--- config.mk ---
export PLATFORM = sky130hd
export DESIGN_NAME = mrac_region_cmp
export DESIGN_NICKNAME = d
export VERILOG_FILES = /design/src/mrac_pkg.sv /design/src/mrac_region_cmp.sv
export SDC_FILE = /design/constraint.sdc
export NUM_CORES = 1
export LEC_CHECK = 0
export ABC_AREA = 1
export BUFFER_PORTS_ARGS = -buffer_cell sky130_fd_sc_hd__buf_2
export CAP_MARGIN = 20
export CELL_PAD_IN_SITES_DETAIL_PLACEMENT = 1
export CELL_PAD_IN_SITES_GLOBAL_PLACEMENT = 1
export CORE_ASPECT_RATIO = 1.25
export CORE_MARGIN = 1.5
export CORE_UTILIZATION = 34
export DETAILED_ROUTE_END_ITERATION = 7
export PLACE_DENSITY_LB_ADDON = 0.1
export SETUP_SLACK_MARGIN = 0.05
export SLEW_MARGIN = 10
export SYNTH_ARGS = -nofsm -noshare
export SYNTH_HDL_FRONTEND = slang
export SYNTH_SLANG_ARGS = --single-unit
--- constraint.sdc ---
create_clock -name vclk -period 1.9
set_input_delay 0.285 -clock vclk [all_inputs]
set_output_delay 0.285 -clock vclk [all_outputs]
set_load 0.05 [all_outputs]
--- src/mrac_pkg.sv ---
`timescale 1ns / 1ps
`default_nettype none
// ----------------------------------------------------------------------------
// mrac_pkg
// Shared types, widths and codes of the memory region allocate/check core.
// ----------------------------------------------------------------------------
package mrac_pkg;

    // Field widths
    localparam int CMD_W   = 2;
    localparam int PID_W   = 4;
    localparam int ADDR_W  = 32;
    localparam int END_W   = ADDR_W + 1;
    localparam int STAT_W  = 3;

    // Parameter defaults
    localparam int REGION_COUNT_DEF  = 16;
    localparam int PROCESS_COUNT_DEF = 16;

    // Reset value of the memory limit register
    localparam logic [ADDR_W-1:0] MEM_AVAILABLE_RESET = 32'd1048576;

    // Command codes
    localparam logic [CMD_W-1:0] CMD_ALLOC    = 2'd0;
    localparam logic [CMD_W-1:0] CMD_ACCESS   = 2'd1;
    localparam logic [CMD_W-1:0] CMD_RELEASE  = 2'd2;
    localparam logic [CMD_W-1:0] CMD_RESERVED = 2'd3;

    // Status codes
    localparam logic [STAT_W-1:0] ST_OK      = 3'd0;
    localparam logic [STAT_W-1:0] ST_BEYOND  = 3'd1;
    localparam logic [STAT_W-1:0] ST_OVERLAP = 3'd2;
    localparam logic [STAT_W-1:0] ST_FULL    = 3'd3;
    localparam logic [STAT_W-1:0] ST_OUTSIDE = 3'd4;

    // One table entry as stored in the region RAM
    typedef struct packed {
        logic [PID_W-1:0]  owner;
        logic [END_W-1:0]  upper;
        logic [ADDR_W-1:0] lower;
    } region_entry_t;

    localparam int ENTRY_W = $bits(region_entry_t);

    // Result of comparing the current item against one entry
    typedef struct packed {
        logic overlap;    // touches or overlaps the entry
        logic contained;  // lies within the entry
        logic owned;      // entry belongs to the requesting process
    } cmp_flags_t;

endpackage : mrac_pkg
`default_nettype wire

--- src/mrac_region_cmp.sv ---
`timescale 1ns / 1ps
`default_nettype none
// ----------------------------------------------------------------------------
// mrac_region_cmp
// Shared compare unit: tests the item's range against one table entry.
// ----------------------------------------------------------------------------
module mrac_region_cmp
    import mrac_pkg::*;
(
    input  wire region_entry_t     entry,
    input  wire logic [ADDR_W-1:0] lo,
    input  wire logic [END_W-1:0]  hi,
    input  wire logic [PID_W-1:0]  pid,
    output cmp_flags_t             flags
);

    logic [END_W-1:0] lo_ext;
    logic [END_W-1:0] lower_ext;

    assign lo_ext    = {1'b0, lo};
    assign lower_ext = {1'b0, entry.lower};

    // Touching end points count as overlap
    assign flags.overlap   = (lo_ext <= entry.upper) && (hi >= lower_ext);
    assign flags.contained = (lo_ext >= lower_ext) && (hi <= entry.upper);
    assign flags.owned     = (entry.owner == pid);

endmodule : mrac_region_cmp
`default_nettype wire

[Word-level counts from Yosys, hierarchy flattened]
Index checks and enable logic that the tools add are counted.
Storage, ports and cells
  bits in registers: 0
  bits of input ports: 138
  output and inout port bits: 3
  word-level logic and storage cells: 7
Cells by class
  $lt $le $gt $ge: 4
  equal/unequal tests: 1
  reductions and logical operators: 2
Operators by type and width (number)
  $ge A33 B32 Y1: 1
  $le A32 B33 Y1: 1
  $le A33 B33 Y1: 1
  $ge A32 B32 Y1: 1
  $eq A4 B4 Y1: 1
  $logic_and A1 B1 Y1: 2

[Longest topological paths before layout]
  depth after elaboration: 2
  mapped depth: 15
  gate-level depth less buffers: 15

[Worst setup path before layout]
OpenSTA, ideal clock, no wires.
  path type: input to output
  start: in pid[1]
  end: out flags[0] (netlist bit)
  arrival time: 1831 ps
  data required time: 1615 ps
  path slack: -216 ps
  stages on the path: 2
  path buffers: 0
  cell sequence: or2_2 > a221oi_1
RTL lines
  start: declaration: line mrac_region_cmp.sv:13  | input wire logic [PID_W-1:0] pid,
  end: declaration: line mrac_region_cmp.sv:14  | output cmp_flags_t flags

==> run summary <==
Combinational logic burns 100.0% of the power. The analysis attributes to cell leakage a power of 3.07 nW. For this run, the total global-route usage over all layers was measured as 22.1%. The number of violations reported at the end of detailed-routing iteration 0 came out at 82. Max-cap violations in this run came to 0.

In the final layout, flip-flops and latches occupy 0 sq um. Per report_power, the sequential group accounts for 0% of the total. The startpoint identified for the worst hold timing path is pid[1].

In the layout the commonest cells are sky130_fd_sc_hd__nand2_1, sky130_fd_sc_hd__buf_2, sky130_fd_sc_hd__ha_4, sky130_fd_sc_hd__inv_1, sky130_fd_sc_hd__ha_1. The worst-margin pin slew is 0.318 ns, and the number of library cell types mapped by synthesis is 23. On the critical path, the stage with the largest delay is an instance of sky130_fd_sc_hd__ha_1. In this design, the largest share of critical-path delay is due to simple AND/OR/NAND/NOR gates. The run gives 0 as the final antenna diode count. The mapped netlist covers 3540 sq um. STA classifies the critical path startpoint as an input pin. The final routed wire length divided by cell count was 17.6 um; the fraction of final layout cells with drive strength greater than 1 was 52.7%. The die is 117 um tall. The synthesized area divided by synthesized cell count was 6.12 sq um. Summed over all nets, the switching power comes to 0.827 mW. Before antenna repair, the detailed router went through 4 iterations. Compared with the post-synthesis result, the final layout area differs by 72.0%.

The initialized floorplan defines 41 standard-cell rows. The critical path contains buffers and inverters numbering 4 combined. The largest single stage delay on the critical path is 0.31 ns. Buffers inserted to repair hold after CTS numbered 0. The power density of the placed cells is 254 nW/um^2, and the fill cell total of the finished layout is 1290. Of all cell types, the one taking the most synthesized area is sky130_fd_sc_hd__ha_1. The region available for standard cell placement spans 10100 sq um.

The routed design has 15600 um of wire. Setup repair after global routing could not meet its margin everywhere. The tools report the setup slack after layout as -0.117 ns. The commonest non-fill, non-tap cell in the layout is sky130_fd_sc_hd__nand2_1. The total overflow left after global routing is 0.

The run gives 579 as the gate count of the mapped netlist. The final weighted congestion in routability-driven placement was 0.817; the number of warnings reported in the yosys synthesis log was 0. The final sequential cell count is 0.

The count of buffers inserted at the top-level ports is 141, and the largest net degree at the start of global routing is 5. Counting every net in the synthesized netlist gives 846. The tools report the starting utilization of the core area as 35.1%.

The logs give 0 for the count of pins over their slew limit and 0 for the initial antenna violation count. The signal on the critical path passes through buf_2, inv_2, ha_1, nand2_1, nand2_1, nand2_1, nand2_1, a21oi_2, nand2_1, nand2_1, nand2_1, nand2_1, nand2_1, inv_2, buf_8. By area the synthesized netlist is led by sky130_fd_sc_hd__ha_1, sky130_fd_sc_hd__nand2_1, sky130_fd_sc_hd__inv_1. For this run, the post-layout net count is 1030. The most repeated library cell on the critical path is sky130_fd_sc_hd__nand2_1. In this run, the clock network consumes 0% of the power. Sum of negative setup slack: -0.210 ns. The run finished, with violations left.

The first element of the critical path is entry[42]. The tools report the highest attainable clock frequency as 496 MHz. At the worst endpoint, the required time is 1.62 ns. The tools report the via count as 4558. The worst setup path is captured at a primary output. In the routed design, unresolved DRC markers number 0. The tools report the worst relative slew slack as 78.6%. OpenSTA, run right after detailed placement, puts the worst setup slack at -0.302 ns. The path category of the worst min-delay check is in2out. The die covers 11100 sq um. The count of nets left with antenna violations once routing finished came out at 0. After detailed routing, the number of vias per cell comes to 5.12.

Net switching share of the total power: 53.5%. The startpoint-to-endpoint class of the critical path was in2out. The layout has 0 clock buffers.

At the worst endpoint, the arrival time is 1.73 ns. Share of the synthesized area in the top cell type: 45.5%. For the cell-internal power, the log shows 0.720 mW. The checks that failed: setup timing. The peak ir drop on the vdd network is 0.113 mV. The tools report the via count of the first global-routing pass as 4581.

The final critical path takes up 106% of the cycle. Measured on the finished design, the core utilization comes to 60.3%. After legalization and detailed placement, the total HPWL measured 11000 um. Sequential elements use 0% of the synthesized area. After layout, the minimum clock period comes to 2.02 ns. The wire length of the first global-routing pass came out at 19700 um. The final hold violation count is 0. The die is 94.3 um wide. Setup violations remaining at the end of the flow were counted as 2. The maximum net fanout on the critical path works out to 2. For this design the top-level I/O count stands at 141.
[routing by layer]
metal | vias up | global-route usage (%) | routed length [um]
met2 | 128 | 49.4 | 9310
met4 | 0 | 2.99 | 555
li1 | 2244 | - | -
met1 | 2133 | 22.4 | 5240
met3 | 53 | 0.517 | 526
met5 | - | 0 | 0
[worst min-delay path: cells and delay by family]
kind                   cells  cell delay, ns
buffers and inverters      2            0.30
AO/OA/AOI/OAI              1            0.05
AND/OR/NAND/NOR            1            0.06
[logic make-up after synthesis]
logic type | count (synthesis) | synth area share [%]
buf+inv | 118 | 12.5
xor+xnor | 2 | 0.494
compound gates | 67 | 10.2
simple gates | 263 | 31.3
fa+ha+maj | 129 | 45.5
[Yosys cell counts]
library cell and number:
sky130_fd_sc_hd__nand2_1 174, sky130_fd_sc_hd__ha_1 129, sky130_fd_sc_hd__inv_1 113, sky130_fd_sc_hd__a21oi_1 49
sky130_fd_sc_hd__nor2_1 38, sky130_fd_sc_hd__nand3_1 13, sky130_fd_sc_hd__nand4_1 13, sky130_fd_sc_hd__nor2_2 9
sky130_fd_sc_hd__o21ai_0 8, sky130_fd_sc_hd__a21o_1 6, sky130_fd_sc_hd__nor3_1 6, sky130_fd_sc_hd__inv_2 5
sky130_fd_sc_hd__nand3_2 2, sky130_fd_sc_hd__nor4_1 2, sky130_fd_sc_hd__o21a_1 2, sky130_fd_sc_hd__or2_2 2
sky130_fd_sc_hd__xnor2_1 2, sky130_fd_sc_hd__a221oi_1 1, sky130_fd_sc_hd__nand4_2 1, sky130_fd_sc_hd__nor3_2 1
sky130_fd_sc_hd__o21bai_1 1, sky130_fd_sc_hd__or2_0 1, sky130_fd_sc_hd__or2_1 1
[repair_timing]
item                                   CTS  global route
setup endpoints to repair                2             2
pin swaps                               48            79
endpoints found under the hold margin    0             0
resized for setup                      104           155
buffers inserted                         4             3
[layout make-up]
type	instances	area, sq um	area share, %
multi-input cells	461	4350	71.4
well taps	129	161	2.65
repair buffers	182	1120	18.4
inverters	118	465	7.63
[stage by stage]
stage          std cells  power (mW)  hold slack (ns)  area (sq um)
3_3_place_gp         883       0.984            0.977          4670
5_1_grt              890        1.70             1.02          6100
4_1_cts              887        1.22            0.991          5240
3_5_place_dp         883        1.03            0.990          4670
2_1_floorplan        579       0.587            0.773          3550
6_report             890        1.55            0.991          6100
[final timing paths]
kind	end	slack, ns	depth (start not counted)
max	flags[2]	-0.12	15
min	flags[0]	0.99	4
[power groups by stage]
stage	logic (mW)	registers, mW	clock network (mW)
after global routing	1.70	0	0
after global placement	0.984	0	0
after detailed placement	1.03	0	0
after floorplan	0.587	0	0
after CTS	1.22	0	0
final	1.55	0	0
(Power assumes the default switching activity.)
