## config.mk

```make
export PLATFORM = sky130hd
export DESIGN_NAME = mrac_ram
export DESIGN_NICKNAME = d
export VERILOG_FILES = /design/src/mrac_ram.sv
export SDC_FILE = /design/constraint.sdc
export NUM_CORES = 1
export LEC_CHECK = 0
export BUFFER_PORTS_ARGS = -buffer_cell sky130_fd_sc_hd__buf_2
export CORE_ASPECT_RATIO = 1.25
export CORE_MARGIN = 1.5
export CORE_UTILIZATION = 35
export CTS_BUF_LIST = sky130_fd_sc_hd__clkbuf_8 sky130_fd_sc_hd__clkbuf_16
export DETAILED_ROUTE_END_ITERATION = 7
export PLACE_DENSITY = 0.55
export SKIP_LAST_GASP = 1
export SYNTH_ARGS = -nofsm -noshare
export SYNTH_HDL_FRONTEND = slang
export SYNTH_SLANG_ARGS = --single-unit
```

## constraint.sdc

```tcl
create_clock -name clk -period 2.25 [get_ports clk]
set_clock_uncertainty 0.2 [all_clocks]
set_input_delay 0.225 -clock clk [delete_from_list [all_inputs] [get_ports clk]]
set_output_delay 0.225 -clock clk [all_outputs]
set_load 0.03 [all_outputs]
```

## src/mrac_ram.sv

```systemverilog
`timescale 1ns / 1ps
`default_nettype none
// ----------------------------------------------------------------------------
// mrac_ram
// Generic single-write, single-read RAM with registered read data.
// ----------------------------------------------------------------------------
module mrac_ram #(
    parameter int WIDTH = 8,
    parameter int DEPTH = 16
) (
    input  wire logic                                   clk,
    input  wire logic                                   wr_en,
    input  wire logic [((DEPTH > 1) ? $clog2(DEPTH) : 1)-1:0] wr_addr,
    input  wire logic [WIDTH-1:0]                       wr_data,
    input  wire logic                                   rd_en,
    input  wire logic [((DEPTH > 1) ? $clog2(DEPTH) : 1)-1:0] rd_addr,
    output logic      [WIDTH-1:0]                       rd_data
);

    logic [WIDTH-1:0] mem [DEPTH];

    // Write port
    always_ff @(posedge clk)
    begin
        if (wr_en)
        begin
            mem[wr_addr] <= wr_data;
        end
    end

    // Registered read port
    always_ff @(posedge clk)
    begin
        if (rd_en)
        begin
            rd_data <= mem[rd_addr];
        end
    end

endmodule : mrac_ram
`default_nettype wire

```

---- Word level (Yosys, flattened, before mapping) ----
Memories as Yosys holds them, arrays and structs flattened. A register that Yosys moved wholly into a read port is not among the register bits.
Cells that the tools add are included.
Widths: inputs -> output; s select.
cells by class
  reduce and logical (&&, ||, !) cells .... 0
  $add $sub $neg .......................... 0
  order comparisons ....................... 0
  mux-type cells .......................... 2
  div/mod/pow operators ................... 0
  shift operators ......................... 0
  equality and inequality tests ........... 0
  bitwise operators ....................... 0
  multiply operators ...................... 0
operators by type and width
  cell    count
  $mux 1  2
storage, ports and cells
  RAM bits ................................ 128
  word-level logic and storage cells ...... 3
  memories ................................ 1
  memory bits (read-only) ................. 0
  output and inout port bits .............. 8
  register bits after elaboration ......... 0
  bits in latches ......................... 0
  input bits .............................. 19
memory list
  memory  words  bits a word  read ports  clocked after memory_dff  wr ports  line  RTL
  mem     16     8            1           1                         1         20    logic [WIDTH-1:0] mem [DEPTH];

---- Longest topological paths before layout ----
Gate-level depths: netlist of run 1.
  depth in word-level cells ............... 2
  depth in mapped cells ................... 5
  mapped depth without buffers ............ 3

---- Worst setup path before layout of run 1 ----
Ideal clock, no wire load.
  path type ............................... input port to flip-flop
  start ................................... in wr_addr[2] in the netlist's numbering
  end ..................................... mem mem[0][0] (enable)
  buffers on the path ..................... 0
  required time ........................... 1667 ps
  setup slack ............................. 332 ps
  stages .................................. 2
  setup time .............................. 383 ps
  arrival ................................. 1335 ps
  cells stage by stage .................... or3b_2 -> nor3_1
RTL lines
  what             line  RTL
  start, declared  13    input wire logic [((DEPTH > 1) ? $clog2(DEPTH) : 1)-1:0] wr_addr,
  end, declared    20
Straight into the memory's write port.

==> qor.csv, run 1 <==
metric;value;unit
fillcell total;1274;
Crit. End Element;register;
Avg Cell Area, Syn;22.8;um2
Clk Latency, worst-skew pair;0.41;ns
DR vias;2435;
post-CTS setup buffers;0;
CTS tree;built;
HP Class;input pin to register;
PwrDens;921;nW/um2
post-detail-place hpwl;6240;um
Pre-antenna DRT Iters;8;
final max-slew violation count;0;
FF-to-FF path depth;3;
async set-reset flop share out of synthesis;0;
peak supply drop;0.410;mV
P&R area growth vs syn;20.6;%
initial DRC count;160;
Nets;310;
vias per inst;5.05;
ANT cells;0;
Yosys reg bits;136;
post-CTS sizing;0;
Post-Route WL;10100;um
Pwr Total;5.81;mW
PortBufs;26;
Net Count, Synth;248;
number of buffers and inverters on the critical path;0;
clk buf depth;2;
Final Cycle Share;0.768;
RSZ-0062 raised after global routing;no;
Reg clk slew, reported paths;0.06;ns
CTS HTree Levels;4;
Die ar.;15700;um2
Cells on Worst Hold Path;1;
hold_buf cts;5;
vias in the first global route;2624;
Post-synth top cells;136 x edfxtp_1, 18 x mux4_2, 16 x a22oi_1;
crit-path leading delay family;multiplexers;
GRT Util Overall;0.139;
crit path time final;1.73;ns
Starting Density;0.361;
Die Ht;140;um
Worst Tran Pin Value;0.439;ns
number of CTS-inserted buffers;17;
r2r setup slk;0.52;ns
hold wc startpoint;wr_data[1];
CP Launch Type;register;
WL/cell;20.9;um
failing checks;design-rule violations;
count leader, synth;edfxtp_1;
Max Fclk;579;MHz
share of the synthesized area in the top cell type;0.781;
FF-to-FF Start;mem[11][0]$_DFFE_PP_;
Synth area leaders;edfxtp_1 78%, mux4_2 7.8%, mux4_1 7.0%, a22oi_1 2.3%, nor2_1 0.93%;
slowest stage delay, CP;0.48;ns
first-pass GRT wire length;15400;um
Worst Setup Path Type;register to register;
initial antenna violation count;0;
share of cells above drive strength 1;0.309;
Setup crit start;mem[11][0]$_DFFE_PP_;
Rows;49;
largest net degree at the start of global routing;28;
final setup violating endpoints;0;
Warnings, synthesis;0;
Post-route DRC;2;
post-synthesis sequential area ratio;0.781;
TNS Setup;0;ns
hold endpoint;mem[4][1]$_DFFE_PP_;
critical-path cell list;mux4_2, a22oi_1, nand2_1;
Crit path required time;2.18;ns
CP max stage cell;mux4_2;
status;finished, violations left;
Main synth FF type;edfxtp_1;
GRT overflow;0;
root buf cell;clkbuf_16;
clk sink count;136;
EDFF count, synth;136;
RePlAce Congestion;0.681;
worst endpoint data arrival time;1.66;ns
Max Cap Viol;0;
post-synth cell types;18;
# IOs;27;
Routed Antenna Nets;0;
Cells after Synth;229;
Hold Fails Final Rpt;0;
Leakage Power;2.15;nW
post-synth top area cell;edfxtp_1;
synthesized area;5230;um2
CP Depth;3;
r2r endpoint;rd_data[0]$_DFFE_PP_;
relative slew slack;0.707;
Die Wd;112;um
crit-path max FO;1;
core area;14500;um2
==> per-layer routing <==
metal,share of wire,vias up,GRT usage,routed length (um)
met2,0.50,59,0.220,5050
met4,0.0059,0,0.0520,60
met1,0.45,1263,0.185,4530
met3,0.044,9,0.0383,449
met5,0,-,0,0
li1,-,1104,-,-
==> cell usage in the layout, fill, tap and decap left out, drive strengths merged, types with 2 or more instances in the layout <==
| cell | n |
|---|---|
| a22oi | 16 |
| nor2 | 13 |
| edfxtp | 136 |
| nand2 | 9 |
| clkbuf | 17 |
| nor3 | 4 |
| clkinv | 9 |
| buf | 48 |
| bufinv | 3 |
| nand2b | 2 |
| mux4 | 32 |
| dlygate4sd3 | 5 |
| inv | 3 |
| nand3b | 2 |
==> state kept, by name (all words and copies together) (netlist names) <==
register / cells
mem: 128
rd_data: 8
==> power by group <==
group / leakage [nW] / switching, mW / internal, mW
clock network: 0.298 / 0.941 / 1.70
registers: 1.24 / 0.0133 / 2.86
logic: 0.619 / 0.171 / 0.121
total: 2.15 / 1.13 / 4.68
==> cells by family after synthesis <==
| logic type | Yosys count | synth area share |
|---|---|---|
| flip-flops | 136 | 0.781 |
| AND/OR/NAND/NOR | 35 | 0.0314 |
| multiplexers | 32 | 0.148 |
| AO/OA/AOI/OAI | 16 | 0.0230 |
| buffers and inverters | 10 | 0.0165 |
==> per-stage QoR <==
step                       util  worst slack [ns]  hold slack [ns]  cells  instance area (um2)
after CTS                 0.436             0.495         0.000682    482                 6300
after detailed placement  0.393             0.223            0.409    445                 5680
after global routing      0.436             0.466           0.0113    482                 6300
after global placement    0.393             0.200            0.413    445                 5680
after floorplan               -             0.332            0.124    229                 5230
final                     0.436             0.522          0.00107    482                 6300
==> layout make-up <==
class | count | area [um2] | share of cell area
sequential | 136 | 4080 | 0.648
multi-input combinational | 83 | 1060 | 0.168
clock buffer | 17 | 425 | 0.0675
timing repair buffer | 53 | 370 | 0.0588
tap | 178 | 223 | 0.0353
clock inverter | 15 | 144 | 0.0228
==> how the worst max path moves through the flow <==
stage	to	slack, ns
2_1_floorplan	mem[0][0]$_DFFE_PP_	0.33
3_3_place_gp	rd_data[3]$_DFFE_PP_	0.20
3_5_place_dp	rd_data[3]$_DFFE_PP_	0.22
4_1_cts	rd_data[0]$_DFFE_PP_	0.50
5_1_grt	rd_data[3]$_DFFE_PP_	0.47
6_report	rd_data[0]$_DFFE_PP_	0.52
Note: power is estimated with default switching activity, not from simulation.
==> inputs of run 2 (changes only) <==
--- a/config.mk
+++ b/config.mk
@@ -11,7 +11,7 @@
 export CORE_UTILIZATION = 35
 export CTS_BUF_LIST = sky130_fd_sc_hd__clkbuf_8 sky130_fd_sc_hd__clkbuf_16
 export DETAILED_ROUTE_END_ITERATION = 7
-export PLACE_DENSITY = 0.55
+export PLACE_DENSITY = 0.57
 export SKIP_LAST_GASP = 1
 export SYNTH_ARGS = -nofsm -noshare
 export SYNTH_HDL_FRONTEND = slang
==> constraint.sdc (replaced) <==
create_clock -name clk -period 1.55 [get_ports clk]
set_clock_uncertainty 0.2 [all_clocks]
set_input_delay 0.155 -clock clk [delete_from_list [all_inputs] [get_ports clk]]
set_output_delay 0.155 -clock clk [all_outputs]
set_load 0.03 [all_outputs]
==> qor.csv, run 2 (same netlist as run 1, synthesis figures left out) <==
metric;value;unit;change
status;finished, violations left;;
failing checks;negative setup slack;;
PwrDens;1320;nW/um2;+43%
HP Class;input pin to register;;
Post-Place Worst Slack;-0.348;ns;-0.572 ns
fin util;0.445;;+0.00891
CTS tree;built;;
core area;14500;um2;unchanged
vias per inst;4.99;;-1.3%
Die ar.;15700;um2;unchanged
share of cells above drive strength 1;0.397;;+0.0883
ANT cells;0;;unchanged
root buf cell;clkbuf_16;;
initial antenna violation count;0;;unchanged
commonest non-fill, non-tap cell in the layout;edfxtp_1;;
post-detail-place hpwl;6730;um;+7.9%
setup ws final;-0.0402;ns;-0.563 ns
Non-Filler Instances;495;;+2.7%
clk sink count;136;;unchanged
Hold Fails Final Rpt;0;;unchanged
Post-route DRC;0;;-2
post-CTS setup buffers;0;;unchanged
vias in the first global route;2672;;+1.8%
Routed Antenna Nets;0;;unchanged
CP Launch Type;register;;
GRT overflow;0;;unchanged
met1 GRT Util;0.166;;-0.0195
met3 usage;0.0305;;-0.00784
TNS Setup;-0.102;ns;-0.102 ns
Biggest register;mem;;
Nets;323;;+4.2%
P&R area growth vs syn;23.0;%;
Post-Route WL;9960;um;-1.4%
Reg clk slew, reported paths;0.05;ns;about the same
clk buf depth;2;;unchanged
M2 GR Usage;0.235;;+0.0158
Crit. End Element;register;;
worst endpoint data arrival time;1.54;ns;-0.12 ns
# IOs;27;;unchanged
most frequent cells in the layout;136 x edfxtp_1, 32 x mux4_2, 27 x buf_4, 26 x buf_2, 17 x clkbuf_16;;
Pre-antenna DRT Iters;6;;-2
Die Wd;112;um;unchanged
final max-slew violation count;0;;unchanged
crit path time final;1.59;ns;-0.137 ns
final setup violating endpoints;5;;+5
PortBufs;26;;unchanged
Max Cap Viol;0;;unchanged
peak supply drop;0.658;mV;+60%
RePlAce Congestion;0.706;;+3.6%
Starting Density;0.361;;unchanged
Die Ht;140;um;unchanged
WL/cell;20.1;um;-4.0%
placed insts;454;;+2.0%
Crit path required time;1.50;ns;-0.68 ns
Clk Latency, worst-skew pair;0.40;ns;about the same
Final Cycle Share;1.03;;+0.258
crit-path max FO;1;;unchanged
Rows;49;;unchanged
Largest regs;mem x128, rd_data x8;;
DR vias;2469;;+1.4%
GRT Util Overall;0.138;;-0.00127
largest net degree at the start of global routing;25;;-11%
RSZ-0062 raised after global routing;yes;;
initial DRC count;131;;-18%
CTS HTree Levels;4;;unchanged
Worst Setup Path Type;register to register;;
Leakage Power;2.16;nW;+0.49%
Max Fclk;629;MHz;+8.6%
relative slew slack;0.406;;-0.301
gr busiest metal;met2;;
Largest register FFs;128;;unchanged
number of CTS-inserted buffers;17;;unchanged
Worst Tran Pin Value;0.889;ns;+0.450 ns
first-pass GRT wire length;15500;um;+0.63%
==> run 2: final timing paths <==
kind | slack, ns | cells past startpoint | endpoint | from
min reg2reg | 0.54 | 3 | rd_data[5]$_DFFE_PP_ | mem[12][5]$_DFFE_PP_
max reg2reg | -0.04 | 3 | rd_data[2]$_DFFE_PP_ | mem[0][2]$_DFFE_PP_
max | -0.04 | 3 | rd_data[2]$_DFFE_PP_ | mem[0][2]$_DFFE_PP_
min | 0.11 | 3 | mem[0][3]$_DFFE_PP_ | wr_addr[0]
==> run 2: critical path, stage by stage (launching register included) <==
cell,delay (ns)
edfxtp_1,0.38
mux4_2,0.47
a22oi_2,0.21
nand2_1,0.07
==> run 2: layout make-up <==
class	instances	area, um2
Tap cell	178	223
Multi-Input combinational cell	83	1050
Fill cell	1245	8040
Clock buffer	17	425
Timing Repair Buffer	66	503
Clock inverter	15	143
Sequential cell	136	4080
==> run 2: metrics by stage <==
stage | cell area, um2 | hold slack [ns] | power [mW]
global placement | 5730 | 0.336 | 4.68
floorplan | 5220 | 0.0539 | 4.50
global route | 6430 | 0.106 | 8.72
finish | 6430 | 0.106 | 8.47
detailed placement | 5730 | 0.336 | 4.69
CTS | 6420 | 0.0849 | 8.54
==> run 2: metal layers <==
metal / wire [um] / up-vias
met3: 410 / 13
met2: 5190 / 67
li1: - / 1114
met4: 239 / 0
met1: 4120 / 1275
met5: 0 / -
==> run 2: timing repair <==
| action | CTS | global route |
|---|---|---|
| endpoints found under the hold margin | 136 | 0 |
| endpoints found under the setup margin | 8 | 8 |
| gates resized for setup | 8 | 2 |
| pin swaps | 5 | 2 |
| hold buffers | 9 | 0 |
==> run 2: power breakdown <==
group,switching (mW),internal (mW)
Clock,1.35,2.47
Combinational,0.263,0.211
Sequential,0.0207,4.15
Total,1.64,6.83
